`config.mk`:
```
export PLATFORM = sky130hd
export DESIGN_NAME = polyline_capture_length_angle
export DESIGN_NICKNAME = d
export VERILOG_FILES = /design/src/rtl/core/plca_pkg.sv /design/src/rtl/core/plca_ctrl.sv /design/src/rtl/core/plca_dp.sv /design/src/rtl/core/polyline_capture_length_angle.sv
export SDC_FILE = /design/constraint.sdc
export NUM_CORES = 2
export LEC_CHECK = 0
export BUFFER_PORTS_ARGS = -buffer_cell sky130_fd_sc_hd__buf_2
export CORE_MARGIN = 5
export CORE_UTILIZATION = 45
export CTS_BUF_LIST = sky130_fd_sc_hd__clkbuf_8
export CTS_CLUSTER_DIAMETER = 50
export CTS_CLUSTER_SIZE = 24
export DETAILED_ROUTE_END_ITERATION = 6
export HOLD_SLACK_MARGIN = 0.03
export PLACE_DENSITY = 0.58
export RECOVER_POWER = 50
export SYNTH_ARGS = -nofsm -noshare
export SYNTH_HDL_FRONTEND = slang
export SYNTH_SLANG_ARGS = --single-unit
```
`constraint.sdc`:
```
create_clock -name i_clk -period 9.6 [get_ports i_clk]
set_input_delay 2.4 -clock i_clk [delete_from_list [all_inputs] [get_ports i_clk]]
set_output_delay 2.4 -clock i_clk [all_outputs]
set_load 0.01 [all_outputs]
```
`src/rtl/core/plca_pkg.sv`:
```
`default_nettype none
package plca_pkg;

    // coordinate and arithmetic widths
    localparam int X_BITS      = 7;
    localparam int Y_BITS      = 6;
    localparam int DX_W        = X_BITS + 1;
    localparam int DY_W        = Y_BITS + 1;
    localparam int D2_W        = 16;
    localparam int PROD_W      = 17;
    localparam int CORDIC_W    = 40;
    localparam int Z_W         = 27;
    localparam int ATAN_W      = 22;
    localparam int PRESCALE_SH = 20;
    localparam int ANG_FRAC    = 16;
    localparam int SQRT_STEPS  = 8;
    localparam int IDX_W       = 5;

    // angle constants, degrees with 16 fraction bits
    localparam logic signed [Z_W-1:0] ANG_180  = Z_W'(180 * 65536);
    localparam logic signed [Z_W-1:0] ANG_360  = Z_W'(360 * 65536);
    localparam logic signed [Z_W-1:0] ANG_HALF = Z_W'(32768);

    // commands
    localparam logic [1:0] CMD_ADD     = 2'd0;
    localparam logic [1:0] CMD_ERASE   = 2'd1;
    localparam logic [1:0] CMD_RESTORE = 2'd2;

    // shape kinds
    localparam logic [1:0] KIND_NONE   = 2'd0;
    localparam logic [1:0] KIND_POINT  = 2'd1;
    localparam logic [1:0] KIND_OPEN   = 2'd2;
    localparam logic [1:0] KIND_CLOSED = 2'd3;

    // configuration register indexes
    localparam logic CFG_TOL  = 1'b0;
    localparam logic CFG_MAXP = 1'b1;

    // reset values of configuration
    localparam logic [13:0] TOL_RESET  = 14'd25;
    localparam logic [7:0]  MAXP_RESET = 8'd101;

    // controller to datapath commands
    typedef struct packed {
        logic             load;
        logic             diff1;
        logic             close;
        logic             diff2;
        logic             mul;
        logic             init;
        logic             step;
        logic             finish;
        logic [IDX_W-1:0] idx;
    } t_ctl_cmd;

    // datapath to controller status
    typedef struct packed {
        logic out_free;
    } t_ctl_stat;

    // rounded atan(2^-i) in degrees, 16 fraction bits
    function automatic logic [ATAN_W-1:0] atan_deg(input logic [IDX_W-1:0] i);
        logic [ATAN_W-1:0] a;
        case (i)
            5'd0:  a = 22'd2949120;
            5'd1:  a = 22'd1740967;
            5'd2:  a = 22'd919879;
            5'd3:  a = 22'd466945;
            5'd4:  a = 22'd234379;
            5'd5:  a = 22'd117304;
            5'd6:  a = 22'd58666;
            5'd7:  a = 22'd29335;
            5'd8:  a = 22'd14668;
            5'd9:  a = 22'd7334;
            5'd10: a = 22'd3667;
            5'd11: a = 22'd1833;
            5'd12: a = 22'd917;
            5'd13: a = 22'd458;
            5'd14: a = 22'd229;
            5'd15: a = 22'd115;
            5'd16: a = 22'd57;
            5'd17: a = 22'd29;
            5'd18: a = 22'd14;
            5'd19: a = 22'd7;
            5'd20: a = 22'd4;
            5'd21: a = 22'd2;
            5'd22: a = 22'd1;
            default: a = 22'd0;
        endcase
        return a;
    endfunction

endpackage
`default_nettype wire

```
`src/rtl/core/plca_ctrl.sv`:
```
`default_nettype none
module plca_ctrl #(
    parameter int ANGLE_ITERS = 16
) (
    input  wire                 i_clk,
    input  wire                 i_rst_n,
    input  wire                 i_s_tvalid,
    output logic                o_s_tready,
    input  plca_pkg::t_ctl_stat i_stat,
    output plca_pkg::t_ctl_cmd  o_cmd
);
    import plca_pkg::*;

    localparam int ITER_N = (ANGLE_ITERS > SQRT_STEPS) ? ANGLE_ITERS : SQRT_STEPS;

    localparam logic [2:0] S_IDLE  = 3'd0;
    localparam logic [2:0] S_DIFF1 = 3'd1;
    localparam logic [2:0] S_CLOSE = 3'd2;
    localparam logic [2:0] S_DIFF2 = 3'd3;
    localparam logic [2:0] S_MUL   = 3'd4;
    localparam logic [2:0] S_INIT  = 3'd5;
    localparam logic [2:0] S_ITER  = 3'd6;
    localparam logic [2:0] S_FIN   = 3'd7;

    logic [2:0]       r_state, n_state;
    logic [IDX_W-1:0] r_iter, n_iter;
    logic             accept;

    assign accept     = i_s_tvalid && (r_state == S_IDLE);
    assign o_s_tready = (r_state == S_IDLE);

    // next state and commands
    always_comb begin
        n_state = r_state;
        n_iter  = r_iter;
        o_cmd   = '0;
        o_cmd.idx = r_iter;
        case (r_state)
            S_IDLE: begin
                if (accept) begin
                    o_cmd.load = 1'b1;
                    n_state    = S_DIFF1;
                end
            end
            S_DIFF1: begin
                o_cmd.diff1 = 1'b1;
                n_state     = S_CLOSE;
            end
            S_CLOSE: begin
                o_cmd.close = 1'b1;
                n_state     = S_DIFF2;
            end
            S_DIFF2: begin
                o_cmd.diff2 = 1'b1;
                n_state     = S_MUL;
            end
            S_MUL: begin
                o_cmd.mul = 1'b1;
                n_state   = S_INIT;
            end
            S_INIT: begin
                o_cmd.init = 1'b1;
                n_iter     = '0;
                n_state    = S_ITER;
            end
            S_ITER: begin
                o_cmd.step = 1'b1;
                n_iter     = r_iter + 1'b1;
                if (r_iter == IDX_W'(ITER_N - 1)) begin
                    n_state = S_FIN;
                end
            end
            S_FIN: begin
                // hold until the output register can take the result
                if (i_stat.out_free) begin
                    o_cmd.finish = 1'b1;
                    n_state      = S_IDLE;
                end
            end
            default: n_state = S_IDLE;
        endcase
    end

    always_ff @(posedge i_clk) begin
        if (!i_rst_n) begin
            r_state <= S_IDLE;
            r_iter  <= '0;
        end else begin
            r_state <= n_state;
            r_iter  <= n_iter;
        end
    end

`ifndef SYNTHESIS
    a_accept_starts: assert property (@(posedge i_clk) disable iff (!i_rst_n)
        accept |=> r_state == S_DIFF1)
        else $error("accepted item did not start processing");
    a_iter_range: assert property (@(posedge i_clk) disable iff (!i_rst_n)
        r_state == S_ITER |-> r_iter < IDX_W'(ITER_N))
        else $error("iteration counter out of range");
    a_finish_free: assert property (@(posedge i_clk) disable iff (!i_rst_n)
        o_cmd.finish |-> i_stat.out_free)
        else $error("finish issued while output register busy");
`endif

endmodule
`default_nettype wire

```
`src/rtl/core/plca_dp.sv`:
```
`default_nettype none
module plca_dp #(
    parameter int ANGLE_ITERS = 16
) (
    input  wire                 i_clk,
    input  wire                 i_rst_n,
    input  plca_pkg::t_ctl_cmd  i_cmd,
    output plca_pkg::t_ctl_stat o_stat,
    input  wire [1:0]           i_s_tuser,
    input  wire [15:0]          i_s_tdata,
    input  wire                 i_cfg_valid,
    input  wire                 i_cfg_index,
    input  wire [13:0]          i_cfg_data,
    output logic                o_m_tvalid,
    input  wire                 i_m_tready,
    output logic [0:0]          o_m_tuser,
    output logic [31:0]         o_m_tdata
);
    import plca_pkg::*;

    // truncate toward zero on arithmetic right shift
    function automatic logic signed [CORDIC_W-1:0] shr_tz(
        input logic signed [CORDIC_W-1:0] v, input logic [IDX_W-1:0] s);
        logic signed [CORDIC_W-1:0] m;
        m = -v;
        if (v[CORDIC_W-1]) begin
            return -(m >>> s);
        end
        return v >>> s;
    endfunction

    // configuration
    logic [13:0] r_tol;
    logic [7:0]  r_maxp;

    // polyline state
    logic [7:0]        r_vcnt, n_vcnt;
    logic [X_BITS-1:0] r_fx, r_bx, r_lx, n_fx;
    logic [Y_BITS-1:0] r_fy, r_by, r_ly, n_fy;
    logic              r_active, n_active;
    logic [1:0]        r_kind, n_kind;
    logic [6:0]        r_hlen, n_hlen;
    logic              r_hvalid, n_hvalid;
    logic              n_append;

    // item and work registers
    logic [1:0]               r_cmd;
    logic [X_BITS-1:0]        r_px, r_ex;
    logic [Y_BITS-1:0]        r_py, r_ey;
    logic signed [DX_W-1:0]   r_dfx, r_ux, r_vx;
    logic signed [DY_W-1:0]   r_dfy, r_uy, r_vy;
    logic                     r_snap;
    logic [D2_W-1:0]          r_d2seg;
    logic signed [PROD_W-1:0] r_dot, r_cross;
    logic signed [CORDIC_W-1:0] r_cx, r_cy;
    logic signed [Z_W-1:0]    r_cz;
    logic [15:0]              r_sv, r_sr;

    // output register
    logic        r_m_valid;
    logic        r_m_pair;
    logic [27:0] r_m_data;

    assign o_stat.out_free = !r_m_valid || i_m_tready;
    assign o_m_tvalid = r_m_valid;
    assign o_m_tuser  = r_m_pair;
    assign o_m_tdata  = {4'b0, r_m_data};

    // config writes
    always_ff @(posedge i_clk) begin
        if (!i_rst_n) begin
            r_tol  <= TOL_RESET;
            r_maxp <= MAXP_RESET;
        end else if (i_cfg_valid) begin
            if (i_cfg_index == CFG_TOL) r_tol <= i_cfg_data;
            else r_maxp <= i_cfg_data[7:0];
        end
    end

    // squared distance to first vertex
    logic [X_BITS-1:0] mag_fx;
    logic [Y_BITS-1:0] mag_fy;
    logic [D2_W-1:0]   d2_first;
    always_comb begin
        mag_fx   = r_dfx[DX_W-1] ? X_BITS'(-r_dfx) : X_BITS'(r_dfx);
        mag_fy   = r_dfy[DY_W-1] ? Y_BITS'(-r_dfy) : Y_BITS'(r_dfy);
        d2_first = D2_W'(mag_fx) * D2_W'(mag_fx) + D2_W'(mag_fy) * D2_W'(mag_fy);
    end

    // products of segment vectors
    logic signed [PROD_W-1:0] p_uxvx, p_uyvy, p_uxvy, p_uyvx, p_vxvx, p_vyvy;
    always_comb begin
        p_uxvx = PROD_W'(r_ux) * PROD_W'(r_vx);
        p_uyvy = PROD_W'(r_uy) * PROD_W'(r_vy);
        p_uxvy = PROD_W'(r_ux) * PROD_W'(r_vy);
        p_uyvx = PROD_W'(r_uy) * PROD_W'(r_vx);
        p_vxvx = PROD_W'(r_vx) * PROD_W'(r_vx);
        p_vyvy = PROD_W'(r_vy) * PROD_W'(r_vy);
    end

    // one CORDIC and one square-root step
    logic signed [CORDIC_W-1:0] xs, ys;
    logic [15:0]                sbit;
    logic [16:0]                trial;
    always_comb begin
        xs    = shr_tz(r_cx, i_cmd.idx);
        ys    = shr_tz(r_cy, i_cmd.idx);
        sbit  = 16'h4000 >> {i_cmd.idx[2:0], 1'b0};
        trial = {1'b0, r_sr} + {1'b0, sbit};
    end

    // final angle with exact-axis cases
    logic signed [Z_W-1:0] zf;
    logic [Z_W-1:0]        zr;
    logic [8:0]            ang;
    always_comb begin
        zf  = r_cz[Z_W-1] ? r_cz + ANG_360 : r_cz;
        zr  = Z_W'(zf + ANG_HALF);
        ang = zr[ANG_FRAC+8:ANG_FRAC];
        if (r_dot == 0 && r_cross == 0) ang = 9'd0;
        else if (r_cross == 0) ang = r_dot[PROD_W-1] ? 9'd180 : 9'd0;
        else if (r_dot == 0) ang = r_cross[PROD_W-1] ? 9'd270 : 9'd90;
    end

    // polyline update
    logic       e_pair;
    logic [6:0] e_len;
    logic [6:0] seg_len;
    always_comb begin
        n_vcnt   = r_vcnt;
        n_fx     = r_fx;
        n_fy     = r_fy;
        n_active = r_active;
        n_kind   = r_kind;
        n_hlen   = r_hlen;
        n_hvalid = r_hvalid;
        n_append = 1'b0;
        e_pair   = 1'b0;
        e_len    = 7'd0;
        seg_len  = r_sr[6:0];
        case (r_cmd)
            CMD_ERASE: begin
                n_vcnt = 8'd0;
                n_kind = KIND_NONE;
            end
            CMD_RESTORE: n_active = 1'b0;
            CMD_ADD: begin
                n_active = 1'b1;
                if (r_vcnt >= r_maxp) begin
                    n_active = 1'b0;
                end else if (r_vcnt != 0 && r_px == r_lx && r_py == r_ly) begin
                    n_active = 1'b0;
                end else begin
                    n_append = 1'b1;
                    n_vcnt   = r_vcnt + 1'b1;
                    if (r_snap) begin
                        n_active = 1'b0;
                        n_kind   = KIND_CLOSED;
                    end
                    if (r_vcnt == 8'd0) begin
                        n_kind = KIND_POINT;
                        n_fx   = r_px;
                        n_fy   = r_py;
                    end else if (r_vcnt == 8'd1) begin
                        n_kind = KIND_OPEN;
                        if (!r_hvalid) begin
                            n_hlen   = seg_len;
                            n_hvalid = 1'b1;
                        end
                    end else begin
                        if (r_kind != KIND_CLOSED && !r_snap) n_kind = KIND_OPEN;
                        e_pair = 1'b1;
                        if (r_hvalid) begin
                            e_len  = r_hlen;
                            n_hlen = seg_len;
                        end else begin
                            e_len = seg_len;
                        end
                    end
                end
            end
            default: ;
        endcase
    end

    // datapath registers
    always_ff @(posedge i_clk) begin
        if (i_cmd.load) begin
            r_cmd <= i_s_tuser;
            r_px  <= i_s_tdata[X_BITS-1:0];
            r_py  <= i_s_tdata[X_BITS+Y_BITS-1:X_BITS];
        end
        if (i_cmd.diff1) begin
            r_dfx <= $signed({1'b0, r_px}) - $signed({1'b0, r_fx});
            r_dfy <= $signed({1'b0, r_py}) - $signed({1'b0, r_fy});
        end
        if (i_cmd.close) begin
            r_snap <= (r_vcnt != 8'd0) && (d2_first < D2_W'(r_tol));
            if ((r_vcnt != 8'd0) && (d2_first < D2_W'(r_tol))) begin
                r_ex <= r_fx;
                r_ey <= r_fy;
            end else begin
                r_ex <= r_px;
                r_ey <= r_py;
            end
        end
        if (i_cmd.diff2) begin
            r_ux <= $signed({1'b0, r_lx}) - $signed({1'b0, r_bx});
            r_uy <= $signed({1'b0, r_ly}) - $signed({1'b0, r_by});
            r_vx <= $signed({1'b0, r_ex}) - $signed({1'b0, r_lx});
            r_vy <= $signed({1'b0, r_ey}) - $signed({1'b0, r_ly});
        end
        if (i_cmd.mul) begin
            r_dot   <= p_uxvx + p_uyvy;
            r_cross <= p_uxvy - p_uyvx;
            r_d2seg <= D2_W'(p_vxvx + p_vyvy);
        end
        if (i_cmd.init) begin
            // fold into the right half plane, then prescale
            if (r_dot[PROD_W-1]) begin
                r_cx <= CORDIC_W'(-r_dot) <<< PRESCALE_SH;
                r_cy <= CORDIC_W'(-r_cross) <<< PRESCALE_SH;
                r_cz <= ANG_180;
            end else begin
                r_cx <= CORDIC_W'(r_dot) <<< PRESCALE_SH;
                r_cy <= CORDIC_W'(r_cross) <<< PRESCALE_SH;
                r_cz <= '0;
            end
            r_sv <= r_d2seg;
            r_sr <= '0;
        end
        if (i_cmd.step) begin
            if (i_cmd.idx < IDX_W'(ANGLE_ITERS)) begin
                if (!r_cy[CORDIC_W-1]) begin
                    r_cx <= r_cx + ys;
                    r_cy <= r_cy - xs;
                    r_cz <= r_cz + Z_W'(atan_deg(i_cmd.idx));
                end else begin
                    r_cx <= r_cx - ys;
                    r_cy <= r_cy + xs;
                    r_cz <= r_cz - Z_W'(atan_deg(i_cmd.idx));
                end
            end
            if (i_cmd.idx < IDX_W'(SQRT_STEPS)) begin
                if ({1'b0, r_sv} >= trial) begin
                    r_sv <= r_sv - trial[15:0];
                    r_sr <= (r_sr >> 1) + sbit;
                end else begin
                    r_sr <= r_sr >> 1;
                end
            end
        end
    end

    // polyline state and output register
    always_ff @(posedge i_clk) begin
        if (!i_rst_n) begin
            r_vcnt    <= '0;
            r_fx      <= '0;
            r_fy      <= '0;
            r_bx      <= '0;
            r_by      <= '0;
            r_lx      <= '0;
            r_ly      <= '0;
            r_active  <= 1'b0;
            r_kind    <= KIND_NONE;
            r_hlen    <= '0;
            r_hvalid  <= 1'b0;
            r_m_valid <= 1'b0;
        end else begin
            if (i_cmd.finish) begin
                r_vcnt   <= n_vcnt;
                r_fx     <= n_fx;
                r_fy     <= n_fy;
                r_active <= n_active;
                r_kind   <= n_kind;
                r_hlen   <= n_hlen;
                r_hvalid <= n_hvalid;
                if (n_append) begin
                    r_bx <= r_lx;
                    r_by <= r_ly;
                    r_lx <= r_ex;
                    r_ly <= r_ey;
                end
                r_m_valid <= 1'b1;
            end else if (r_m_valid && i_m_tready) begin
                r_m_valid <= 1'b0;
            end
        end
    end

    always_ff @(posedge i_clk) begin
        if (i_cmd.finish) begin
            r_m_pair <= e_pair;
            r_m_data <= {n_vcnt >= 8'd2, n_kind, n_active, n_vcnt,
                         e_pair ? ang : 9'd0, e_len};
        end
    end

`ifndef SYNTHESIS
    a_pair_needs_three: assert property (@(posedge i_clk) disable iff (!i_rst_n)
        r_m_valid && r_m_pair |-> r_m_data[23:16] >= 8'd3)
        else $error("pair emitted with fewer than three vertices");
    a_none_is_empty: assert property (@(posedge i_clk) disable iff (!i_rst_n)
        r_m_valid && r_m_data[26:25] == KIND_NONE |-> r_m_data[23:16] == 8'd0)
        else $error("shape kind none with stored vertices");
    a_snap_inactive: assert property (@(posedge i_clk) disable iff (!i_rst_n)
        i_cmd.finish && n_append && r_snap |=> !r_active)
        else $error("closing vertex left block active");
`endif

endmodule
`default_nettype wire

```
`src/rtl/core/polyline_capture_length_angle.sv`:
```
// Sequence: an accepted item passes through the states DIFF1, CLOSE, DIFF2, MUL,
// INIT, N ITER steps and FIN, where N = max(ANGLE_ITERS, 8) is the count of shared
// CORDIC / square-root steps; FIN waits until the output register is free.
// A new item is taken only after the previous result has been registered.
// Reset: synchronous active-low i_rst_n clears the polyline, the output
// register and the controller; configuration returns to tolerance 25, limit 101.
`default_nettype none
module polyline_capture_length_angle #(
    parameter int ANGLE_ITERS = 16
) (
    input  wire         i_clk,
    input  wire         i_rst_n,
    // input items
    input  wire         i_s_tvalid,
    output logic        o_s_tready,
    input  wire  [15:0] i_s_tdata,   // point_x[6:0], point_y[12:7], zero pad
    input  wire  [1:0]  i_s_tuser,   // cmd[1:0]
    // result items
    output logic        o_m_tvalid,
    input  wire         i_m_tready,
    output logic [31:0] o_m_tdata,   // seg_length[6:0], turn_angle[15:7],
                                     // point_count[23:16], active[24],
                                     // shape_kind[26:25], draft_ready[27], zero pad
    output logic [0:0]  o_m_tuser,   // pair_valid[0]
    // configuration writes
    input  wire         i_cfg_valid,
    output logic        o_cfg_ready,
    input  wire         i_cfg_index,
    input  wire  [13:0] i_cfg_data
);
    import plca_pkg::*;

    t_ctl_cmd  ctl_cmd;
    t_ctl_stat ctl_stat;

    // configuration is always taken
    assign o_cfg_ready = 1'b1;

    plca_ctrl #(
        .ANGLE_ITERS(ANGLE_ITERS)
    ) u_ctrl (
        .i_clk      (i_clk),
        .i_rst_n    (i_rst_n),
        .i_s_tvalid (i_s_tvalid),
        .o_s_tready (o_s_tready),
        .i_stat     (ctl_stat),
        .o_cmd      (ctl_cmd)
    );

    plca_dp #(
        .ANGLE_ITERS(ANGLE_ITERS)
    ) u_dp (
        .i_clk       (i_clk),
        .i_rst_n     (i_rst_n),
        .i_cmd       (ctl_cmd),
        .o_stat      (ctl_stat),
        .i_s_tuser   (i_s_tuser),
        .i_s_tdata   (i_s_tdata),
        .i_cfg_valid (i_cfg_valid),
        .i_cfg_index (i_cfg_index),
        .i_cfg_data  (i_cfg_data),
        .o_m_tvalid  (o_m_tvalid),
        .i_m_tready  (i_m_tready),
        .o_m_tuser   (o_m_tuser),
        .o_m_tdata   (o_m_tdata)
    );

endmodule
`default_nettype wire

```
==> impl_metrics.py <==
metrics = {
    "timing": {
        "hold_viol": 0,
        "rsz0062_at_grt": "true",
        "finalSetupTns_ps": 0,
        "finalCritPeriodShare_pct": 96.3,
        "setup_viol": 0,
        "drv_slew": 154,
        "finalClockSkew_ps": 85.8,
        "fin_crit_ps": 9240,
        "fmaxAchievable_mhz": 108,
        "worst_slew_pin_slew_ps": 2660,
        "slew_headroom_pct": -77.1,
    },
    "clock_tree": {
        "path_clk_slew_ps": 80,
        "h-tree-depth": 3,
        "ctsHoldBuffers": 0,
        "clock_path_buffers": 3,
        "root_buffer": "clkbuf_8",
        "worstSkewPairLatency_ps": 790,
        "cts.sinks": 403,
        "numCtsBuffers": 68,
        "cts_tree": "yes",
    },
    "routing": {
        "ant_nets": 0,
        "wl_met1_mm": 86.9,
        "routed_wl_mm": 212,
        "vias_per_cell": 6.04,
        "met2WireLength_mm": 95.3,
        "drt-initial-drc-count": 5643,
        "drc": 5,
        "highest_layer": "met5",
        "drt-pass1-iter-count": 7,
        "vias": 57200,
        "dr_wl_met3_mm": 16.0,
        "post_drt_wl_per_cell_um": 22.4,
    },
    "synth": {
        "synth_ff_type": "dfxtp_1",
        "yosys_warnings": 0,
        "async_flop_share_pct": 0,
        "syn_avg_cell_area_um2": 7.84,
        "synth.most_common_cell": "nand2_1",
        "synth_commonest_cells": "855 x nand2_1, 644 x inv_1, 544 x nor2_1",
        "synth.distinct_cells": 108,
        "synth-edff-count": 153,
        "synthCells": 7476,
        "synth-seq-cells": 403,
        "synthTopCellsByArea": "fa_1 11%, ha_1 10%, dfxtp_1 8.5%",
        "ys_seq_area_share_pct": 16.4,
        "yosys.area.top_type": "fa_1",
        "netlist.area_leader.share_pct": 11.3,
        "syn_area_um2": 58600,
    },
    "floorplan": {
        "ios": 74,
        "die_x_um": 371,
        "initial_core_util_pct": 45.3,
        "fp.coreArea_um2": 129000,
        "dieArea_um2": 138000,
        "chipHeight_um": 371,
        "placementRows": 132,
    },
    "outcome": {
        "outcome": "finished, violations left",
        "violations": "DRC, capacitance limit, slew limit",
    },
    "final_layout": {
        "final_layout_size_suffix_gt1_share_pct": 12.4,
        "finalNetCount": 8520,
        "final_cells": 9479,
        "areaGrowthSynthToFinish_pct": 11.4,
        "utilization_pct": 50.4,
        "fill_cells": 12900,
    },
    "global_route": {
        "grt_pass1_vias": 55200,
        "grt_pass1_wl_mm": 327,
        "grt-ovfl-total": 0,
        "grt_max_degree": 114,
        "antenna_found_initial": 9,
        "grt_use_total_pct": 30.3,
    },
    "worst_setup_path": {
        "crit_top_cell": "buf_4",
        "critical_path.top_delay_family": "compound AO/OA/AOI/OAI gates",
        "worstSetupEndpointType": "register",
        "slowest_stage": "mux4_2",
        "cp.buffers_inverters": 8,
        "worstSetupStartpointType": "register",
        "worstPathMaxFanout": 5,
        "worstPathRequired_ps": 10270,
        "crit_type": "register to register",
        "r2r-start": "u_dp.r_cx[0]",
        "cp-startpoint": "u_dp.r_cx[0]",
        "cp.arrival_ps": 9910,
        "critPathMaxStageDelay_ps": 530,
    },
    "min_path": {
        "hold_class": "register to register",
        "min_from": "u_dp.r_bx[3]",
    },
    "run": {
        "drv_cap": 4,
    },
    "placement": {
        "place_congestion": 1.06,
        "dp_hpwl_mm": 167,
        "io_buffer_count": 65,
        "dp_cells": 9341,
    },
    "pwr": {
        "p_sw_mw": 14.6,
        "ir_drop_v": 0.000456,
        "swShare_pct": 52.8,
        "pwr-share-clk_pct": 6.7,
        "leakage_nw": 27.7,
        "intPower_mw": 13.1,
        "powerDensity_nw_per_um2": 424,
        "pwr-share-comb_pct": 82.7,
        "seqPwrFrac_pct": 10.6,
    },
}
==> worst min-delay path, stage by stage, from the launching register on <==
cell	delay [ps]
dfxtp_1	310
nand2_1	50
a21oi_1	50
==> final timing paths <==
kind                    to  slack, ps  cells past startpoint
max          u_dp.r_cy[39]        360                     42
min           u_dp.r_bx[3]        460                      2
max reg2reg  u_dp.r_cy[39]        360                     42
min reg2reg   u_dp.r_bx[3]        460                      2
==> metrics by stage <==
step	hold slack [ps]	setup slack, ps	total power, mW	area, µm²
6_report	457	359	27.7	65300
5_1_grt	478	-79.1	30.2	65300
4_1_cts	459	16.4	27.1	64900
3_5_place_dp	447	-138	25.1	63300
3_3_place_gp	442	-35.1	24.8	63300
2_1_floorplan	432	867	18.1	58600
==> state kept, by name, indices dropped and copies added (netlist names), 7 cells and up, named ones only <==
| register | cells |
|---|---|
| u_dp.r_cz | 27 |
| u_dp.r_vx | 8 |
| u_dp.r_lx | 7 |
| u_dp.r_dfx | 8 |
| u_dp.r_px | 7 |
| u_dp.r_sv | 16 |
| u_dp.r_cross | 17 |
| u_dp.r_m_data | 28 |
| u_dp.r_d2seg | 16 |
| u_dp.r_hlen | 7 |
| u_dp.r_sr | 16 |
| u_dp.r_bx | 7 |
| u_dp.r_vy | 7 |
| u_dp.r_cy | 40 |
| u_dp.r_cx | 40 |
| u_dp.r_dot | 17 |
| u_dp.r_fx | 7 |
| u_dp.r_tol | 14 |
| u_dp.r_dfy | 7 |
| u_dp.r_ux | 8 |
| u_dp.r_uy | 7 |
| u_dp.r_vcnt | 8 |
| u_dp.r_ex | 7 |
| u_dp.r_maxp | 8 |
==> layer usage <==
layer,up-vias,global-route usage (%)
met5,-,0
met4,2,16.8
met3,673,5.58
met2,2397,48.5
met1,27400,38.6
li1,26800,-
==> cell families (layout without fill, tap and decap cells) <==
logic type                 after synthesis  in the layout  synth area share [%]
AOI/OAI and AO/OA                     1855           1855                  20.8
xor gates and xnor gates               498            498                  7.44
adders and majority gates              806            806                  21.5
buffers and inverters                 1090           1342                  7.23
DFF                                    403            403                  16.4
muxes                                  221            221                  4.78
other                                    2             11                0.0128
and+or+nand+nor                       2601           2601                  21.9
==> timing repair <==
action,CTS,global route
pin swaps,1,23
setup buffers,0,8
resized for setup,4,88
endpoints found under the setup margin,1,14
==> cells in the final DEF, fill, tap and decap left out, types with 113 or more instances in the layout <==
master,n
a21oi_1,449
and2_1,192
buf_4,484
dfxtp_1,242
edfxtp_1,153
fa_1,332
ha_1,472
inv_1,644
mux2i_1,137
nand2_1,853
nand2b_1,113
nand3_1,192
nor2_1,536
nor3_1,159
o21ai_0,409
xnor2_1,325
xor2_1,166
==> power by group through the flow <==
stage / Clock, mW / Combinational, mW / Sequential (mW)
6_report: 1.86 / 22.9 / 2.94
5_1_grt: 1.99 / 25.2 / 2.98
4_1_cts: 1.92 / 22.3 / 2.92
3_5_place_dp: 0 / 22.1 / 2.95
3_3_place_gp: 0 / 21.8 / 2.94
2_1_floorplan: 0 / 15.4 / 2.73
==> layout make-up <==
type	count	area [µm²]	share of cell area, %
inverters	651	2450	3.76
diodes	5	12.5	0.0192
well taps	1742	2180	3.34
clock inverters	55	618	0.947
clock buffers	71	977	1.50
multi-input cells	5987	45300	69.4
repair buffers	565	4130	6.33
flip-flops and latches	403	9630	14.7
Note: power is estimated with default switching activity, not from simulation.
